<file path="config.mk">
export PLATFORM = sky130hd
export DESIGN_NAME = vfp_phase
export DESIGN_NICKNAME = d
export VERILOG_FILES = /design/src/hdl/vfp_pkg.sv /design/src/hdl/vfp_phase.sv
export SDC_FILE = /design/constraint.sdc
export NUM_CORES = 2
export LEC_CHECK = 0
export ABC_AREA = 1
export ABC_CLOCK_PERIOD_IN_PS = 13180
export BUFFER_PORTS_ARGS = -buffer_cell sky130_fd_sc_hd__buf_2
export CAP_MARGIN = 20
export CORE_MARGIN = 4
export CORE_UTILIZATION = 35
export DETAILED_ROUTE_END_ITERATION = 6
export PLACE_DENSITY = 0.5
export SLEW_MARGIN = 20
export SYNTH_ARGS = -nofsm -noshare
export SYNTH_HDL_FRONTEND = slang
export SYNTH_SLANG_ARGS = --single-unit
</file>
<file path="constraint.sdc">
create_clock -name clk -period 13.18 [get_ports clk]
set_input_delay 2.636 -clock clk [delete_from_list [all_inputs] [get_ports clk]]
set_output_delay 2.636 -clock clk [all_outputs]
set_load 0.02 [all_outputs]
</file>
<file path="src/hdl/vfp_pkg.sv">
// ----------------------------------------------------------------------------
// vfp_pkg
// Shared widths, constants, types and helpers of the FOV projection unit.
// ----------------------------------------------------------------------------
`default_nettype none

package vfp_pkg;

  localparam int FRAC_BITS     = 16;
  localparam int CORDIC_STAGES = 20;
  localparam int ANG_BITS      = 30;

  localparam int FOV_W  = 24;
  localparam int DIM_W  = 12;
  localparam int TIME_W = 32;
  localparam int OUT_W  = 25;
  localparam int DIV_W  = 24;

  localparam int XY_W = 48;                  // CORDIC x/y, holds w*cos growth
  localparam int Z_W  = 40;                  // angles, Q30 degrees
  localparam int S_W  = Z_W + 2;             // sums before rounding
  localparam int P_W  = ANG_BITS + 2;        // sine pulse, Q30
  localparam int CX_W = ANG_BITS + 3;        // cos/sin after rotation
  localparam int SH_W = $clog2(CORDIC_STAGES);
  localparam int Q_SH = ANG_BITS - FRAC_BITS;
  localparam int Q_W  = OUT_W + FRAC_BITS;   // dividend bits

  localparam longint DEG_ONE = 64'sd1 <<< ANG_BITS;
  localparam longint DEG90   = 90 * DEG_ONE;
  localparam longint DEG180  = 180 * DEG_ONE;
  localparam longint DEG270  = 270 * DEG_ONE;
  localparam longint DEG360  = 360 * DEG_ONE;
  localparam longint GAIN_Q30 = 64'sd652032874;
  localparam longint HALF_LSB = 64'sd1 <<< (Q_SH - 1);
  localparam longint OUT_MAX  = (64'sd1 <<< (OUT_W - 1)) - 1;
  localparam longint OUT_MIN  = -(64'sd1 <<< (OUT_W - 1));

  localparam logic [FOV_W-1:0] FOV_MAX = FOV_W'(180 << FRAC_BITS);
  localparam logic [DIV_W-1:0] DIV_RESET = DIV_W'(5242880);

  // pulse phase: floor(t mod 2500) then scaled to Q30 degrees
  localparam logic [32:0] PH_OFFSET = 33'd2147500000;  // multiple of 2500
  localparam logic [31:0] PH_M1     = 32'd3518437209;  // 2^41 / 625, rounded up
  localparam int          PH_S1     = 41;
  localparam logic [23:0] PH_Q      = 24'd8589934;     // 2^30 div 125
  localparam logic [21:0] PH_R      = 22'd74;          // 2^30 mod 125
  localparam logic [22:0] PH_M2     = 23'd4294968;     // 2^29 / 125, rounded up
  localparam int          PH_S2     = 29;

  localparam logic [0:0] REG_SENS_DIV = 1'b0;

  // pipeline stage numbers
  localparam int NS      = CORDIC_STAGES;
  localparam int ST_ROT  = 6;
  localparam int ST_MUL  = ST_ROT + NS + 1;
  localparam int ST_FIN  = ST_MUL + NS + 1;
  localparam int ST_END  = ST_FIN + Q_W + 1;

  typedef struct packed {
    logic signed [XY_W-1:0] x;
    logic signed [XY_W-1:0] y;
    logic signed [Z_W-1:0]  z;
  } cordic_t;

  typedef struct packed {
    logic [DIV_W-1:0] rem;
    logic [Q_W-1:0]   num;
    logic [Q_W-1:0]   q;
  } div_t;

  typedef struct packed {
    logic [FOV_W-1:0]        fx;
    logic [DIM_W-1:0]        w;
    logic [DIM_W-1:0]        h;
    logic                    hit1;
    logic                    hit2;
    logic                    fy_zero;
    logic                    fy_full;
    logic                    base90;
    logic signed [P_W-1:0]   p;
    logic signed [OUT_W-1:0] fxo;
    logic signed [OUT_W-1:0] fyo;
    logic                    neg;
  } side_t;

  // shift-and-subtract long division, only used for table constants
  function automatic longint unsigned udiv64(input longint unsigned n,
                                             input longint unsigned d);
    longint unsigned q;
    longint unsigned r;
    q = 0;
    r = 0;
    for (int b = 63; b >= 0; b--) begin
      r = {r[62:0], n[b]};
      if (r >= d) begin
        r    = r - d;
        q[b] = 1'b1;
      end
    end
    return q;
  endfunction

  // arctan(2^-i) in Q30 degrees, series evaluated at elaboration
  function automatic longint atan_deg(input int unsigned i);
    longint unsigned p;
    longint unsigned sum;
    longint unsigned t;
    longint unsigned res;
    int unsigned     sh;
    if (i == 0) return 45 * DEG_ONE;
    sum = 0;
    p   = 64'd1 << (62 - i);
    sh  = 2 * i;
    for (int k = 0; k < 64; k++) begin
      if (p != 0) begin
        t = udiv64(p, 64'(2 * k + 1));
        if ((k % 2) != 0) sum = sum - t;
        else sum = sum + t;
        p = (sh < 64) ? (p >> sh) : 64'd0;
      end
    end
    res = (((sum >> 28) * 64'd961263669) + (64'd1 << 27)) >> 28;
    return longint'(res);
  endfunction

  function automatic logic signed [OUT_W-1:0] sat_out(input logic signed [S_W-1:0] v);
    if (v > S_W'(OUT_MAX)) return OUT_W'(OUT_MAX);
    if (v < S_W'(OUT_MIN)) return OUT_W'(OUT_MIN);
    return OUT_W'(v);
  endfunction

endpackage

`default_nettype wire

</file>
<file path="src/hdl/vfp_phase.sv">
// ----------------------------------------------------------------------------
// vfp_phase
// Pulse phase: time modulo 2500 ms, scaled to Q30 degrees and folded to +-90.
// ----------------------------------------------------------------------------
`default_nettype none

module vfp_phase import vfp_pkg::*; (
  input  logic                     clk,
  input  logic                     en,
  input  logic signed [TIME_W-1:0] time_ms,
  output logic signed [Z_W-1:0]    ang
);

  logic [32:0]        u_r;
  logic [62:0]        prod1_r;
  logic [30:0]        v2_r;
  logic [1:0]         lo2_r;
  logic [15:0]        m3_r;
  logic [39:0]        mq4_r;
  logic [21:0]        x4_r;
  logic [44:0]        prod5_r;
  logic [39:0]        mq5_r;
  logic [39:0]        angu6_r;
  logic signed [Z_W-1:0] ang_r;

  logic [21:0]        q1;
  logic [9:0]         r1;
  logic [11:0]        ph;
  logic [15:0]        m3_nxt;
  logic [15:0]        q2;
  logic signed [40:0] a_s;
  logic signed [40:0] f_s;

  always_comb begin
    // v mod 625 by reciprocal, exact for 31-bit v
    q1     = prod1_r[62:PH_S1];
    r1     = 10'(v2_r - (31'(q1) * 31'd625));
    ph     = {r1, lo2_r};
    m3_nxt = 16'(ph) * 16'd18;
    q2     = prod5_r[44:PH_S2];
    a_s    = $signed({1'b0, angu6_r});
    if (a_s > 41'(DEG90) && a_s <= 41'(DEG270)) begin
      f_s = 41'(DEG180) - a_s;
    end else if (a_s > 41'(DEG270)) begin
      f_s = a_s - 41'(DEG360);
    end else begin
      f_s = a_s;
    end
  end

  always_ff @(posedge clk) begin
    if (en) begin
      u_r     <= {time_ms[TIME_W-1], time_ms} + PH_OFFSET;
      prod1_r <= 63'(u_r[32:2]) * 63'(PH_M1);
      v2_r    <= u_r[32:2];
      lo2_r   <= u_r[1:0];
      m3_r    <= m3_nxt;
      mq4_r   <= 40'(m3_r) * 40'(PH_Q);
      x4_r    <= 22'(m3_r) * PH_R + 22'd62;
      prod5_r <= 45'(x4_r) * 45'(PH_M2);
      mq5_r   <= mq4_r;
      angu6_r <= mq5_r + 40'(q2);
      ang_r   <= Z_W'(f_s);
    end
  end

  assign ang = ang_r;

endmodule

`default_nettype wire

</file>
# Word level (Yosys, flattened, before mapping)
# Index checks and enable logic that the tools add are counted.
word_totals:
  reg_bits: 343
  out_inout_bits: 40
op_classes:
  mux: 2
  reduce_logical: 1
  add_sub_neg: 6
  n_lt_le_gt_ge: 3
  mul: 6
ops:
  columns: ["op", "count"]
  rows:
  - ["40-bit two-way mux", 2]
  - ["31-bit by 32-bit multiplier with 63-bit output, second input constant", 1]
  - ["22-bit by 20-bit multiplier with 42-bit output, second input constant", 1]
  - ["40-bit by 16-bit adder with 40-bit output", 1]
  - ["40-bit by 37-bit greater-than comparator with 1-bit output, second input constant", 1]
  - ["40-bit by 39-bit greater-than comparator with 1-bit output, second input constant", 1]
  - ["40-bit by 39-bit <= comparator with 1-bit output, second input constant", 1]
  - ["38-bit by 40-bit subtractor with 40-bit output, first input constant", 1]
  - ["40-bit by 39-bit subtractor with 40-bit output, second input constant", 1]
  - ["15-bit by 23-bit multiplier with 38-bit output, second input constant", 1]
  - ["33-bit by 32-bit adder with 33-bit output, second input constant", 1]
  - ["22-bit by 6-bit adder with 22-bit output, second input constant", 1]
  - ["22-bit by 10-bit multiplier with 10-bit output, second input constant", 1]
  - ["15-bit by 6-bit multiplier with 20-bit output, second input constant", 1]
  - ["12-bit by 4-bit multiplier with 15-bit output, second input constant", 1]
  - ["10-bit subtractor", 1]
  - ["1-bit logical AND", 1]

# Depth between registers and ports, before layout
depth:
  depth_word: 3
  mapped_depth: 30

# Worst setup path before layout
# Ideal clock, no wire load.
synth_path:
  path_kind: "reg-to-reg"
  from: "reg u_r[27]"
  to: "reg prod1_r[50] (data pin)"
  period_less_slack_ns: 6.292
  required_ns: 12.927
  path_slack_ns: 6.888
  arrival_time_ns: 6.039
  stages_incl_launch_ff: 25
  path_cell_list: "edfxtp_1 > fa_1 > fa_1 > fa_1 > inv_1 > fa_1 > inv_1 > fa_1 > fa_1 > fa_1 > inv_1 > fa_1 > inv_1 > ha_1 > nand2_1 > nor2_1 > nand2_1 > nor2_1 > nand4_1 > nand3_1 > nand2_1 > nand2_1 > inv_1 > nand2_1 > nand2_1"
synth_between:
  elab_chain_len: 1
synth_lines:
  columns: ["element", "line_no", "source"]
  rows:
  - ["from (decl)", "vfp_phase.sv:14", "logic [32:0] u_r;"]
  - ["from (signal assigned)", "vfp_phase.sv:53", "u_r <= {time_ms[TIME_W-1], time_ms} + PH_OFFSET;"]
  - ["31-bit by 32-bit multiplier with 63-bit output", "vfp_phase.sv:54", "prod1_r <= 63'(u_r[32:2]) * 63'(PH_M1);"]
  - ["to (signal assigned)", "vfp_phase.sv:54", null]
  - ["to (decl)", "vfp_phase.sv:15", "logic [62:0] prod1_r;"]
# Every way passes these cells.
# A chain may end at the register's enable or synchronous reset.

# Worst setup path after layout
layout_path:
  from: "reg u_r[20]"
  to: "reg prod1_r[50] (data pin)"
# Same word-level chain as after synthesis.

==> reports/qor.txt <==
register area share after synthesis - 18.6%
placed cell areas - 0.0446 mm^2
CP max FO - 7
Syn Inst Count - 4630
Seq. cell area - 0.00787 mm^2
Worst setup EP type - register
clock period minus worst slack - 7070 ps
Placer Congestion - 0.960
routed vias - 29600
total track usage - 19.5%
CTS sink cnt - 262
most frequent cells in the layout - inv_1, ha_1, nand2_1
I/O Buffers - 73
ant diodes - 0
CP startpoint kind - register
first-pass GRT wire length - 188000 um
DRC Markers - 0
Fin Setup TNS - 0 ps
postcts setup bufs - 0
final instance area - 0.0459 mm^2
Inserted Clock Buffers - 38
drt wl/cell - 18.8 um
RSZ-0062 raised after global routing - no
worst-skew pair later-pin latency - 630 ps
clock skew - 56.4 ps
worst hold path type - register to register
Syn Std Cell Area - 0.0423 mm^2
Max-Cap Viols - 0
FMAX - 0.141 GHz
Slew Limit Fails - 0
DR vias/cell - 4.65
Final Hold Fails - 0
number of global-route vias before repair - 31700
row cnt - 127
total wire length - 120000 um
setup violators final - 0
syn_area_per_cell - 9.14 um^2
final core utilization - 38.2%
status - complete, no violations
GRT Residual Overflow - 0
htree depth - 2
Seq cells post-synth - 262
die width - 356 um
Initial Util - 35.3%
relative slew slack - 30.0%
post-DP HPWL - 106000 um
P&R area growth vs syn - 8.44%
Async SR Flop Fraction - 0%
Post-synth EDFFs - 262
multi-input logic area - 0.0296 mm^2
antenna violations before repair - 9
Fill cells - 12300
Core Area - 0.120 mm^2
share of cells above drive strength 1 - 3.36%
Cell variety after synth - 49
CTS tree - built
Nets - 6064
Synth Net Count - 5960
critical path arrival - 7460 ps
Longest Clk Path Bufs - 3
actual slew at the worst max-slew pin - 1040 ps
First-pass DRT Iterations - 5
DRT iter0 DRCs - 1638
Synth Flop Type - edfxtp_1
clk slew on worst S/H paths - 60 ps
I/O pin total - 74
Hold Buf Count CTS - 0
Syn. warnings - 0
CP Class - register to register
die area - 0.127 mm^2
CTS-repair resized insts - 0
worst endpoint required time - 13560 ps
Tcrit/Tclk final - 53.7%
Die Y - 356 um
clock root cell - clkbuf_16
largest net degree at the start of global routing - 86
DRT antenna net count - 0
commonest non-fill, non-tap cell in the layout - inv_1
-- per-stage QoR --
step,instances,setup WS [ps],hold slack (ps)
final,6376,6110,401
after global routing,6376,5700,408
after CTS,6376,6100,400
after detailed placement,6306,6110,405
after global placement,6306,6010,403
after floorplan,4630,6890,400
-- routing by layer --
layer	vias up	track usage [%]	routed length, um	part of all wire [%]
li1	14600	-	-	-
met2	535	31.9	54900	46
met4	0	4.44	2650	2.2
met5	-	0	0	0
met1	14400	27.0	56300	47
met3	105	3.46	6280	5.2
-- critical path: stages, from the launching register on --
cell      delay, ps
edfxtp_1        650
ha_1            430
inv_1           220
fa_1            660
fa_1            500
fa_1            530
inv_1            50
fa_1            550
fa_1            540
fa_1            550
inv_1            60
fa_1            530
inv_1            40
ha_1            300
nand2_1          90
nor2_1          200
inv_1            60
nor2_1          140
inv_1            50
o21ai_0         170
nand2_1          70
nand3_1         150
nand2_1          80
nand2_1          80
inv_1            40
nand2_1          50
nand2_1          40
-- cell usage after synthesis, drive strengths merged, types with 2 or more instances --
master	number	area [um^2]
or2	11	68.8
nor4	21	138
clkbuf	3	11.3
and3	4	25.0
a221oi	2	17.5
o221ai	4	35.0
inv	1268	4760
edfxtp	262	7870
fa	594	11900
a31oi	17	106
nor2	280	1060
a211oi	4	30.0
a21oi	171	856
buf	9	78.8
nand4	50	313
o21bai	17	128
o211ai	6	45.0
nand2	651	2460
o21a	3	22.5
ha	702	8780
o21ai	127	654
xor2	141	1230
nand3	135	681
nor3	53	270
and2	2	12.5
a21boi	8	60.1
nor3b	2	15.0
nand3b	10	75.1
a21o	17	128
xnor2	50	438
-- area by class of cell --
class / instances / area share (%)
sequential: 262 / 17.1
clock inverter: 25 / 0.540
tap: 1612 / 4.40
timing repair buffer: 76 / 0.867
multi-input combinational: 3087 / 64.5
inverter: 1269 / 10.4
clock buffer: 45 / 2.18
-- cells by family after synthesis --
family	count (synthesis)	synth area share, %
compound gates	380	5.00
xor+xnor	191	3.95
fa+ha+maj	1296	48.9
buf+inv	1281	11.5
flops	262	18.6
simple gates	1220	12.1
-- state kept, by name, summed over array words and instances (netlist names) --
| name | cells |
|---|---|
| ang | 40 |
| u_r | 33 |
| m3_r | 15 |
| v2_r | 7 |
| mq5_r | 38 |
| mq4_r | 38 |
| prod1_r | 13 |
| prod5_r | 16 |
| angu6_r | 40 |
| lo2_r | 2 |
| x4_r | 20 |
-- path summary, 6_finish.rpt --
path | startpoint | end | slack (ps) | cells after the start
max | u_r[20]$_DFFE_PP_ | prod1_r[50]$_DFFE_PP_ | 6110 | 26
min | mq4_r[16]$_DFFE_PP_ | mq5_r[16]$_DFFE_PP_ | 400 | 0
max reg2reg | u_r[20]$_DFFE_PP_ | prod1_r[50]$_DFFE_PP_ | 6110 | 26
min reg2reg | mq4_r[16]$_DFFE_PP_ | mq5_r[16]$_DFFE_PP_ | 400 | 0
Power is not shown: default switching activity piles up to over one toggle a cycle in this logic, so the estimate is an artifact.
