<file path="config.mk">
export PLATFORM = sky130hd
export DESIGN_NAME = vfp_div_cell
export DESIGN_NICKNAME = d
export VERILOG_FILES = /design/src/hdl/vfp_pkg.sv /design/src/hdl/vfp_div_cell.sv
export SDC_FILE = /design/constraint.sdc
export NUM_CORES = 1
export LEC_CHECK = 0
export BUFFER_PORTS_ARGS = -buffer_cell sky130_fd_sc_hd__buf_2
export CAP_MARGIN = 20
export CORE_MARGIN = 3
export CORE_UTILIZATION = 43
export DETAILED_ROUTE_END_ITERATION = 12
export PLACE_DENSITY_LB_ADDON = 0.1
export SYNTH_ARGS = -nofsm -noshare
export SYNTH_HDL_FRONTEND = slang
export SYNTH_SLANG_ARGS = --single-unit
</file>
<file path="constraint.sdc">
create_clock -name clk -period 2.5 [get_ports clk]
set_clock_uncertainty 0.1 [all_clocks]
set_input_delay 0.125 -clock clk [delete_from_list [all_inputs] [get_ports clk]]
set_output_delay 0.125 -clock clk [all_outputs]
set_load 0.02 [all_outputs]
</file>
<file path="src/hdl/vfp_pkg.sv">
// ----------------------------------------------------------------------------
// vfp_pkg
// Shared widths, constants, types and helpers of the FOV projection unit.
// ----------------------------------------------------------------------------
`default_nettype none

package vfp_pkg;

  localparam int FRAC_BITS     = 16;
  localparam int CORDIC_STAGES = 20;
  localparam int ANG_BITS      = 30;

  localparam int FOV_W  = 24;
  localparam int DIM_W  = 12;
  localparam int TIME_W = 32;
  localparam int OUT_W  = 25;
  localparam int DIV_W  = 24;

  localparam int XY_W = 48;                  // CORDIC x/y, holds w*cos growth
  localparam int Z_W  = 40;                  // angles, Q30 degrees
  localparam int S_W  = Z_W + 2;             // sums before rounding
  localparam int P_W  = ANG_BITS + 2;        // sine pulse, Q30
  localparam int CX_W = ANG_BITS + 3;        // cos/sin after rotation
  localparam int SH_W = $clog2(CORDIC_STAGES);
  localparam int Q_SH = ANG_BITS - FRAC_BITS;
  localparam int Q_W  = OUT_W + FRAC_BITS;   // dividend bits

  localparam longint DEG_ONE = 64'sd1 <<< ANG_BITS;
  localparam longint DEG90   = 90 * DEG_ONE;
  localparam longint DEG180  = 180 * DEG_ONE;
  localparam longint DEG270  = 270 * DEG_ONE;
  localparam longint DEG360  = 360 * DEG_ONE;
  localparam longint GAIN_Q30 = 64'sd652032874;
  localparam longint HALF_LSB = 64'sd1 <<< (Q_SH - 1);
  localparam longint OUT_MAX  = (64'sd1 <<< (OUT_W - 1)) - 1;
  localparam longint OUT_MIN  = -(64'sd1 <<< (OUT_W - 1));

  localparam logic [FOV_W-1:0] FOV_MAX = FOV_W'(180 << FRAC_BITS);
  localparam logic [DIV_W-1:0] DIV_RESET = DIV_W'(5242880);

  // pulse phase: floor(t mod 2500) then scaled to Q30 degrees
  localparam logic [32:0] PH_OFFSET = 33'd2147500000;  // multiple of 2500
  localparam logic [31:0] PH_M1     = 32'd3518437209;  // 2^41 / 625, rounded up
  localparam int          PH_S1     = 41;
  localparam logic [23:0] PH_Q      = 24'd8589934;     // 2^30 div 125
  localparam logic [21:0] PH_R      = 22'd74;          // 2^30 mod 125
  localparam logic [22:0] PH_M2     = 23'd4294968;     // 2^29 / 125, rounded up
  localparam int          PH_S2     = 29;

  localparam logic [0:0] REG_SENS_DIV = 1'b0;

  // pipeline stage numbers
  localparam int NS      = CORDIC_STAGES;
  localparam int ST_ROT  = 6;
  localparam int ST_MUL  = ST_ROT + NS + 1;
  localparam int ST_FIN  = ST_MUL + NS + 1;
  localparam int ST_END  = ST_FIN + Q_W + 1;

  typedef struct packed {
    logic signed [XY_W-1:0] x;
    logic signed [XY_W-1:0] y;
    logic signed [Z_W-1:0]  z;
  } cordic_t;

  typedef struct packed {
    logic [DIV_W-1:0] rem;
    logic [Q_W-1:0]   num;
    logic [Q_W-1:0]   q;
  } div_t;

  typedef struct packed {
    logic [FOV_W-1:0]        fx;
    logic [DIM_W-1:0]        w;
    logic [DIM_W-1:0]        h;
    logic                    hit1;
    logic                    hit2;
    logic                    fy_zero;
    logic                    fy_full;
    logic                    base90;
    logic signed [P_W-1:0]   p;
    logic signed [OUT_W-1:0] fxo;
    logic signed [OUT_W-1:0] fyo;
    logic                    neg;
  } side_t;

  // shift-and-subtract long division, only used for table constants
  function automatic longint unsigned udiv64(input longint unsigned n,
                                             input longint unsigned d);
    longint unsigned q;
    longint unsigned r;
    q = 0;
    r = 0;
    for (int b = 63; b >= 0; b--) begin
      r = {r[62:0], n[b]};
      if (r >= d) begin
        r    = r - d;
        q[b] = 1'b1;
      end
    end
    return q;
  endfunction

  // arctan(2^-i) in Q30 degrees, series evaluated at elaboration
  function automatic longint atan_deg(input int unsigned i);
    longint unsigned p;
    longint unsigned sum;
    longint unsigned t;
    longint unsigned res;
    int unsigned     sh;
    if (i == 0) return 45 * DEG_ONE;
    sum = 0;
    p   = 64'd1 << (62 - i);
    sh  = 2 * i;
    for (int k = 0; k < 64; k++) begin
      if (p != 0) begin
        t = udiv64(p, 64'(2 * k + 1));
        if ((k % 2) != 0) sum = sum - t;
        else sum = sum + t;
        p = (sh < 64) ? (p >> sh) : 64'd0;
      end
    end
    res = (((sum >> 28) * 64'd961263669) + (64'd1 << 27)) >> 28;
    return longint'(res);
  endfunction

  function automatic logic signed [OUT_W-1:0] sat_out(input logic signed [S_W-1:0] v);
    if (v > S_W'(OUT_MAX)) return OUT_W'(OUT_MAX);
    if (v < S_W'(OUT_MIN)) return OUT_W'(OUT_MIN);
    return OUT_W'(v);
  endfunction

endpackage

`default_nettype wire

</file>
<file path="src/hdl/vfp_div_cell.sv">
// ----------------------------------------------------------------------------
// vfp_div_cell
// One restoring-division step: one quotient bit per cell, registered.
// ----------------------------------------------------------------------------
`default_nettype none

module vfp_div_cell import vfp_pkg::*; (
  input  logic             clk,
  input  logic             en,
  input  logic [DIV_W-1:0] divisor,
  input  div_t             d_i,
  output div_t             d_o
);

  div_t           d_r;
  div_t           d_nxt;
  logic [DIV_W:0] r2;
  logic           ge;

  always_comb begin
    r2        = {d_i.rem, d_i.num[Q_W-1]};
    ge        = r2 >= {1'b0, divisor};
    d_nxt.rem = ge ? DIV_W'(r2 - {1'b0, divisor}) : DIV_W'(r2);
    d_nxt.num = {d_i.num[Q_W-2:0], 1'b0};
    d_nxt.q   = {d_i.q[Q_W-2:0], ge};
  end

  always_ff @(posedge clk) begin
    if (en) begin
      d_r <= d_nxt;
    end
  end

  assign d_o = d_r;

endmodule

`default_nettype wire

</file>
Yosys cells after proc, flatten, opt, wreduce, memory -nomap -nowiden --
Cells that the tools add are included.
Word-level totals: memory bits (writable) 0, bits in registers 105, memories kept 0, input bits 132, memory bits (read-only) 0, output and inout bits 106, latch bits 0, logic and storage cells 6
Cells by class: magnitude comparators 1, shifts and indexed selects 0, equality and inequality tests 0, multiplexer cells 1, add/sub/neg operators 1, divide/modulo/power cells 0, bitwise operators 0, reductions and logical operators 0, multiply operators 0
Operators with widths (number):
- greater-or-equal comparator 25 x 24 -> 1 bit | 1
- two-way mux 24 bit | 1
- subtractor 24 bit | 1

Longest topological paths before layout --
Gate-level depths: netlist of the first run.
depth in word-level cells 2, depth in mapped cells 11, depth with buffers taken out 9

Least setup slack after synthesis of the first run --
Ideal clock, no wire load.
path kind input to register, start in divisor[9], end reg d_r (netlist bit d_o[92]), data pin, path buffers 2, data arrival time 2.042 ns, stages 11, setup time 0.260 ns, setup slack 0.098 ns, cells stage by stage inv_1 -> ha_1 -> buf_6 -> and4_4 -> and3_4 -> a311oi_2 -> a21bo_2 -> nor2_8 -> inv_6 -> buf_12 -> mux2_4
RTL lines:
- start, declared | RTL line vfp_div_cell.sv:10 | input logic [DIV_W-1:0] divisor,
- end signal, assigned | RTL line vfp_div_cell.sv:30 | d_r <= d_nxt;
- end, declared | RTL line vfp_div_cell.sv:15 | div_t d_r;

==> results of run 1 <==
-- per-layer routing --
| layer | GRT usage, % | up-vias |
|---|---|---|
| met4 | 10.2 | 0 |
| met1 | 28.3 | 2179 |
| met3 | 5.27 | 30 |
| li1 | - | 2245 |
| met2 | 42.7 | 192 |
| met5 | 0 | - |
-- synthesized netlist by cell type (2+ instances only) --
cell,n,area (µm²)
o21a_1,9,67.6
o31a_1,4,35.0
o211a_1,2,20.0
mux2_4,5,75.1
xor2_1,3,26.3
nor2_1,10,37.5
and3_1,6,37.5
xnor2_1,8,70.1
a31oi_1,2,12.5
or3_1,4,25.0
o31ai_1,7,52.6
nor3b_1,2,15.0
a21oi_1,24,120
ha_1,24,300
nand3_1,16,80.1
mux2_2,5,56.3
edfxtp_1,105,3150
a21boi_0,3,22.5
and2_1,2,12.5
inv_1,33,124
nand4_1,7,43.8
o2111ai_1,3,26.3
buf_2,5,25.0
o221ai_1,4,35.0
clkbuf_1,6,22.5
nor2b_1,4,25.0
nor3_1,13,65.1
o21ai_0,14,70.1
buf_6,3,33.8
o211ai_1,3,22.5
a211oi_1,3,22.5
or2_2,2,12.5
nand2_1,16,60.1
-- critical path, stage by stage --
cell	delay, ns
buf_2	0.11
ha_1	0.42
nand4_1	0.15
or2_2	0.31
o221ai_1	0.32
a21bo_2	0.27
nor2_8	0.06
inv_6	0.15
mux2_2	0.35
-- worst max-delay path by stage --
| stage | endpoint | slack [ns] | cells past startpoint | startpoint |
|---|---|---|---|---|
| after CTS | d_o[89] | 0.28 | 9 | d_i[99] |
| after detailed placement | d_o[89] | -0.05 | 9 | d_i[99] |
| final | d_o[89] | 0.25 | 9 | d_i[99] |
| after global routing | d_o[97] | 0.08 | 9 | divisor[12] |
| after floorplan | d_o[92] | 0.1 | 11 | divisor[9] |
| after global placement | d_o[88] | -0.04 | 10 | divisor[18] |
-- layout by cell type (no fill, tap or decap), types with 5 or more instances in the layout --
cell and count:
edfxtp_1 105, nor3_1 13, nand3_1 16, buf_2 234
o21a_1 9, a21oi_1 24, dlygate4sd3_1 92, inv_1 33
nand2_1 16, nand4_1 7, ha_1 24, buf_4 56
xnor2_1 8, and3_1 6, o21ai_0 14, o31ai_1 7
mux2_2 5, clkbuf_16 9, mux2_4 5, nor2_1 10
-- per-stage QoR --
step	setup slack, ns	utilization (%)	power, mW
after floorplan	0.0977	-	2.87
after global placement	-0.0433	59.1	3.35
after detailed placement	-0.0488	59.1	3.36
after CTS	0.281	69.6	4.87
after global routing	0.0848	69.6	5.06
final	0.252	69.6	4.85
-- cells by family (layout without fill, tap and decap cells) --
kind of cell	count (synthesis)	count (layout)	share of synthesized area (%)
AOI/OAI and AO/OA	96	96	14.1
muxes	10	10	2.55
and+or+nand+nor	88	88	9.32
buffers and inverters	50	433	4.69
DFF	105	105	61.2
xor gates and xnor gates	11	11	1.87
adders and majority gates	25	25	6.22
other	1	2	0.0728
-- power by group through the flow --
| stage | logic, mW | clock network, mW | registers (mW) |
|---|---|---|---|
| after floorplan | 0.423 | 0 | 2.45 |
| after global placement | 1.14 | 0 | 2.21 |
| after detailed placement | 1.15 | 0 | 2.21 |
| after CTS | 1.27 | 1.43 | 2.17 |
| after global routing | 1.37 | 1.49 | 2.20 |
| final | 1.27 | 1.40 | 2.18 |
-- area by class of cell --
type / count / area (µm²)
Timing Repair Buffer: 383 / 2530
Clock inverter: 7 / 70.1
Clock buffer: 9 / 225
Fill cell: 873 / 3510
Inverter: 34 / 133
Antenna cell: 1 / 2.50
Sequential cell: 105 / 3150
Tap cell: 143 / 179
Multi-Input combinational cell: 231 / 1760
==> key figures, run 1 <==
Final layout
  – Non-filler cells, final: 913
  – Final instance area: 8050 µm²
  – Area Growth Syn to Fin: 56.3%
  – Fraction of layout cells with a size suffix above 1: 43.2%
  – Max reg flops: 105
  – Final nets: 921

Hold path
  – Worst hold start: d_i[103]
  – WHS Path Cells: 3
  – Hold EP: d_o[104]
  – Hold crit path type: input pin to flip-flop

Clock network
  – Hold Buf Count CTS: 92
  – Clock Root Buffer: clkbuf_16
  – Post CTS Setup Buffer Count: 0
  – CTS Buf Count: 9
  – CTS tree: built
  – H-tree levels: 3
  – Post-CTS Resized: 0
  – Num Clock Sinks: 105
  – Clk slew on worst S/H paths: 0.07 ns
  – Clock Path Buffers: 2

Detailed routing
  – Routed Antenna Nets: 0
  – Via count: 4646
  – First-pass DRT Iterations: 5
  – Final WL: 16500 µm
  – WL met3: 1230 µm
  – WL/cell: 18.1 µm
  – Starting DRC count in detailed routing: 343
  – Metal2 WL: 8370 µm
  – Highest routing layer actually used: met4
  – Wl on met1: 6440 µm
  – Residual DRC: 0
  – Via density per instance: 5.09

Power and ir drop
  – Power per standard cell area: 602 nW/µm²
  – P_int: 3.41 mW
  – Seq pwr share: 44.9%
  – Sw Ratio: 29.7%
  – Clock share of power: 28.8%
  – Comb pwr share: 26.3%
  – Sw power: 1.44 mW
  – Max VDD drop: 0.377 mV
  – Leak: 3.58 nW

Job
  – Max_cap viols: 0

Logic synthesis
  – Distinct cell type count after synthesis: 62
  – Ys Warns: 0
  – Sequential share of the synthesized area: 61.2%
  – Net count after synthesis: 543
  – Post-Syn Area: 5150 µm²
  – Mapped Cells: 386
  – Async S/R FF share, synth: 0%
  – Flops & latches, synth: 105
  – Post-synth EDFFs: 105
  – Ys flop type: edfxtp_1
  – Average cell area after synthesis: 13.4 µm²

GRT
  – Largest net degree at the start of global routing: 62
  – Tot GR Track Use: 24.1%
  – GRT overflow: 0
  – Number of global-route vias before repair: 4695
  – First-pass GRT wire length: 24300 µm
  – Initial antenna violation count: 0

Timing
  – Relative slew slack: 55.1%
  – Setup violators final: 0
  – Slew Viols, Final: 0
  – FMAX: 445 MHz
  – Setup TNS: 0 ns
  – Slew @ Worst Pin: 0.667 ns
  – Final min period: 2.25 ns
  – Fin. Hold Viols: 0
  – Hold_ws: 0.00105 ns
  – Final Cycle Share: 89.9%
  – RSZ-0062 raised after global routing: no

Die
  – Core area: 11600 µm²
  – Top Ports: 238
  – Initial Util: 44.6%
  – Die width: 115 µm
  – Die Ht: 115 µm
  – Num rows: 39
  – Die area: 13300 µm²

Setup path
  – Crit path kind: input pin to flip-flop
  – CP Max Fanout: 13
  – CP arrival: 2.26 ns
  – Crit path required time: 2.51 ns
  – Critical Path Start Type: input pin
  – Crit. End Element: flip-flop

Placed design
  – Post-placement cell area: 6840 µm²
  – Post-DP HPWL: 11600 µm
  – Routability cong.: 0.880
  – Port Buffer Count: 235
  – Placed insts: 804

Outcome
  – Status: finished, final reports clean
(Power assumes the default switching activity.)
==> inputs of run 2 (changes only) <==
--- a/config.mk
+++ b/config.mk
@@ -5,6 +5,7 @@
 export SDC_FILE = /design/constraint.sdc
 export NUM_CORES = 1
 export LEC_CHECK = 0
+export ABC_AREA = 1
 export BUFFER_PORTS_ARGS = -buffer_cell sky130_fd_sc_hd__buf_2
 export CAP_MARGIN = 20
 export CORE_MARGIN = 3
==> run 2 against run 1 <==
Compared with the run above: sequential cell count is the same; count of clock-buffer cells in the layout is the same; non-clock buffer count shrank 57; core utilization shrank 4.0 points; first-iteration DRC count grew 16%; critical path type unchanged; largest cell class unchanged.
==> key figures, run 2 <==
Placed design
  – Worst slack, placed: 0.304 ns
  – Routability cong.: 0.956
  – Post-DP HPWL: 11700 µm
  – Port Buffer Count: 235

Detailed routing
  – Residual DRC: 0
  – WL/cell: 14.8 µm
  – Via count: 5063
  – Final WL: 16300 µm
  – Via density per instance: 4.62
  – Starting DRC count in detailed routing: 398
  – First-pass DRT Iterations: 5
  – Routed Antenna Nets: 0

Setup path
  – Crit. End Element: flip-flop
  – Critical Path Start Type: input pin
  – CP delay by family, top: simple AND/OR/NAND/NOR gates
  – WP buf/inv: 3
  – CP arrival: 1.82 ns
  – Worst-path cell chain: buf_2, ha_1, nand2_1, nor2_2, inv_1, nor3_2, nand3_4, buf_12, nand4_1, nand2_1
  – Crit path kind: input pin to flip-flop
  – Worst path slowest cell: ha_1
  – CP Max Fanout: 12
  – Most used cell, CP: nand2_1
  – Max incr delay on CP: 0.35 ns
  – Crit path required time: 2.51 ns

Logic synthesis
  – Top-area cell type share of the netlist area: 57.3%
  – Net count after synthesis: 750
  – Top-count cell post-synth: nand2_1
  – Average cell area after synthesis: 9.28 µm²
  – Top cells by area, synth: edfxtp_1 57%, nand2_1 15%, inv_1 8.1%
  – Distinct cell type count after synthesis: 26
  – Sequential share of the synthesized area: 57.3%
  – Async S/R FF share, synth: 0%
  – Ys Warns: 0
  – Ys flop type: edfxtp_1
  – Post-Syn Area: 5500 µm²
  – Flops & latches, synth: 105
  – Top cells by count, synth: 217 x nand2_1, 118 x inv_1, 105 x edfxtp_1
  – Mapped Cells: 593
  – Post-synth EDFFs: 105
  – Synth area leader: edfxtp_1

Die
  – Die width: 119 µm
  – Die area: 14200 µm²
  – Initial Util: 44.9%
  – Die Ht: 119 µm
  – Top Ports: 238
  – Num rows: 40
  – Core area: 12300 µm²

GRT
  – Busiest grt layer: met2
  – M1 GR Usage: 27.5%
  – GRT overflow: 0
  – Met3 GRT Util: 4.56%
  – Largest net degree at the start of global routing: 57
  – Tot GR Track Use: 23.1%
  – Number of global-route vias before repair: 5023
  – M2 GR Usage: 41.8%
  – Initial antenna violation count: 1
  – First-pass GRT wire length: 25900 µm

Timing
  – Slew Viols, Final: 0
  – Setup TNS: 0 ns
  – Final Cycle Share: 72.4%
  – RSZ-0062 raised after global routing: no
  – FMAX: 552 MHz
  – Final min period: 1.81 ns
  – Worst setup margin: 0.689 ns
  – Fin. Hold Viols: 0
  – Setup violators final: 0

Power and ir drop
  – Clock share of power: 29.3%
  – Sw Ratio: 30.4%
  – Power per standard cell area: 586 nW/µm²
  – Comb pwr share: 24.6%
  – Max VDD drop: 0.374 mV
  – Sw power: 1.43 mW
  – P_int: 3.28 mW
  – Seq pwr share: 46.0%
  – Leak: 4.11 nW

Clock network
  – Post CTS Setup Buffer Count: 0
  – CTS Buf Count: 9
  – Clk slew on worst S/H paths: 0.08 ns
  – Num Clock Sinks: 105
  – Clock Root Buffer: clkbuf_16
  – H-tree levels: 3
  – Clock Path Buffers: 2
  – CTS tree: built

Final layout
  – Area Growth Syn to Fin: 46.3%
  – Most frequent cells in the layout: 234 x buf_2, 217 x nand2_1, 118 x inv_1
  – Final nets: 1078
  – Max reg flops: 105
  – Fraction of layout cells with a size suffix above 1: 29.5%
  – Leading cell type in the layout, fill and taps excluded: buf_2

Outcome
  – Status: finished, final reports clean

Hold path
  – Hold crit path type: input pin to flip-flop

Job
  – Max_cap viols: 0
## run 2: changes by cell type after synthesis, moves of 6 or more
cell / change
nand4_1: +22
and3_1: -6
inv_1: +85
xnor2_1: -7
a21oi_1: -14
xor2_1: +7
o31ai_1: -7
nand3_1: +10
nand2_1: +201
o21ai_0: -14
nor2_1: +17
nor3_1: -12
o21a_1: -8
clkbuf_1: -6
## run 2: layout make-up
type | count | area [µm²]
Antenna cell | 1 | 2.50
Clock buffer | 9 | 225
Clock inverter | 7 | 70.1
Fill cell | 1023 | 4210
Inverter | 119 | 447
Multi-Input combinational cell | 360 | 1840
Sequential cell | 105 | 3150
Tap cell | 168 | 210
Timing Repair Buffer | 326 | 2100
## run 2: timing repair
action | 4_1_cts | 5_1_grt
hold buffers | 80 | 0
hold endpoints to repair | 80 | 0
resized for setup | 0 | 0
## run 2: logic make-up (layout without fill, tap and decap cells)
kind of cell | Yosys count | after routing | synth area share, %
AOI/OAI and AO/OA | 12 | 12 | 1.34
xor gates and xnor gates | 11 | 11 | 1.75
other | 1 | 2 | 0.0682
buffers and inverters | 128 | 461 | 9.21
and+or+nand+nor | 311 | 311 | 24.5
DFF | 105 | 105 | 57.3
adders and majority gates | 25 | 25 | 5.82
## run 2: worst paths after layout
kind / startpoint / to / slack [ns] / cells past startpoint
max: d_i[97] / d_o[95] / 0.69 / 10
min: d_i[87] / d_o[88] / 0.01 / 3
## run 2: power groups by stage
stage | combinational (mW) | sequential [mW] | clock [mW]
CTS | 1.16 | 2.17 | 1.41
detailed placement | 1.06 | 2.21 | 0
finish | 1.16 | 2.17 | 1.38
global placement | 1.05 | 2.20 | 0
global route | 1.29 | 2.19 | 1.49
floorplan | 0.420 | 2.44 | 0
## run 2: routing by layer
layer / vias to the layer above / share of wire, %
met5: - / 0
li1: 2562 / -
met3: 20 / 6.1
met1: 2307 / 40
met4: 0 / 1.6
met2: 174 / 52
## run 2: per-stage QoR
stage                     util [%]  area [µm²]  hold slack (ns)  cells  total power [mW]
after floorplan                  -        5500            0.124    593              2.86
after CTS                     65.6        8050          0.00361   1094              4.74
after detailed placement      56.7        6950            0.203    998              3.27
after global routing          65.6        8050           0.0215   1095              4.97
after global placement        56.7        6950            0.202    998              3.25
final                         65.6        8050           0.0135   1095              4.72
## run 2: tightest hold or removal path: cells and delay by family
kind / cells / cell delay (ns)
simple gates: 2 / 0.14
buf+inv: 1 / 0.09
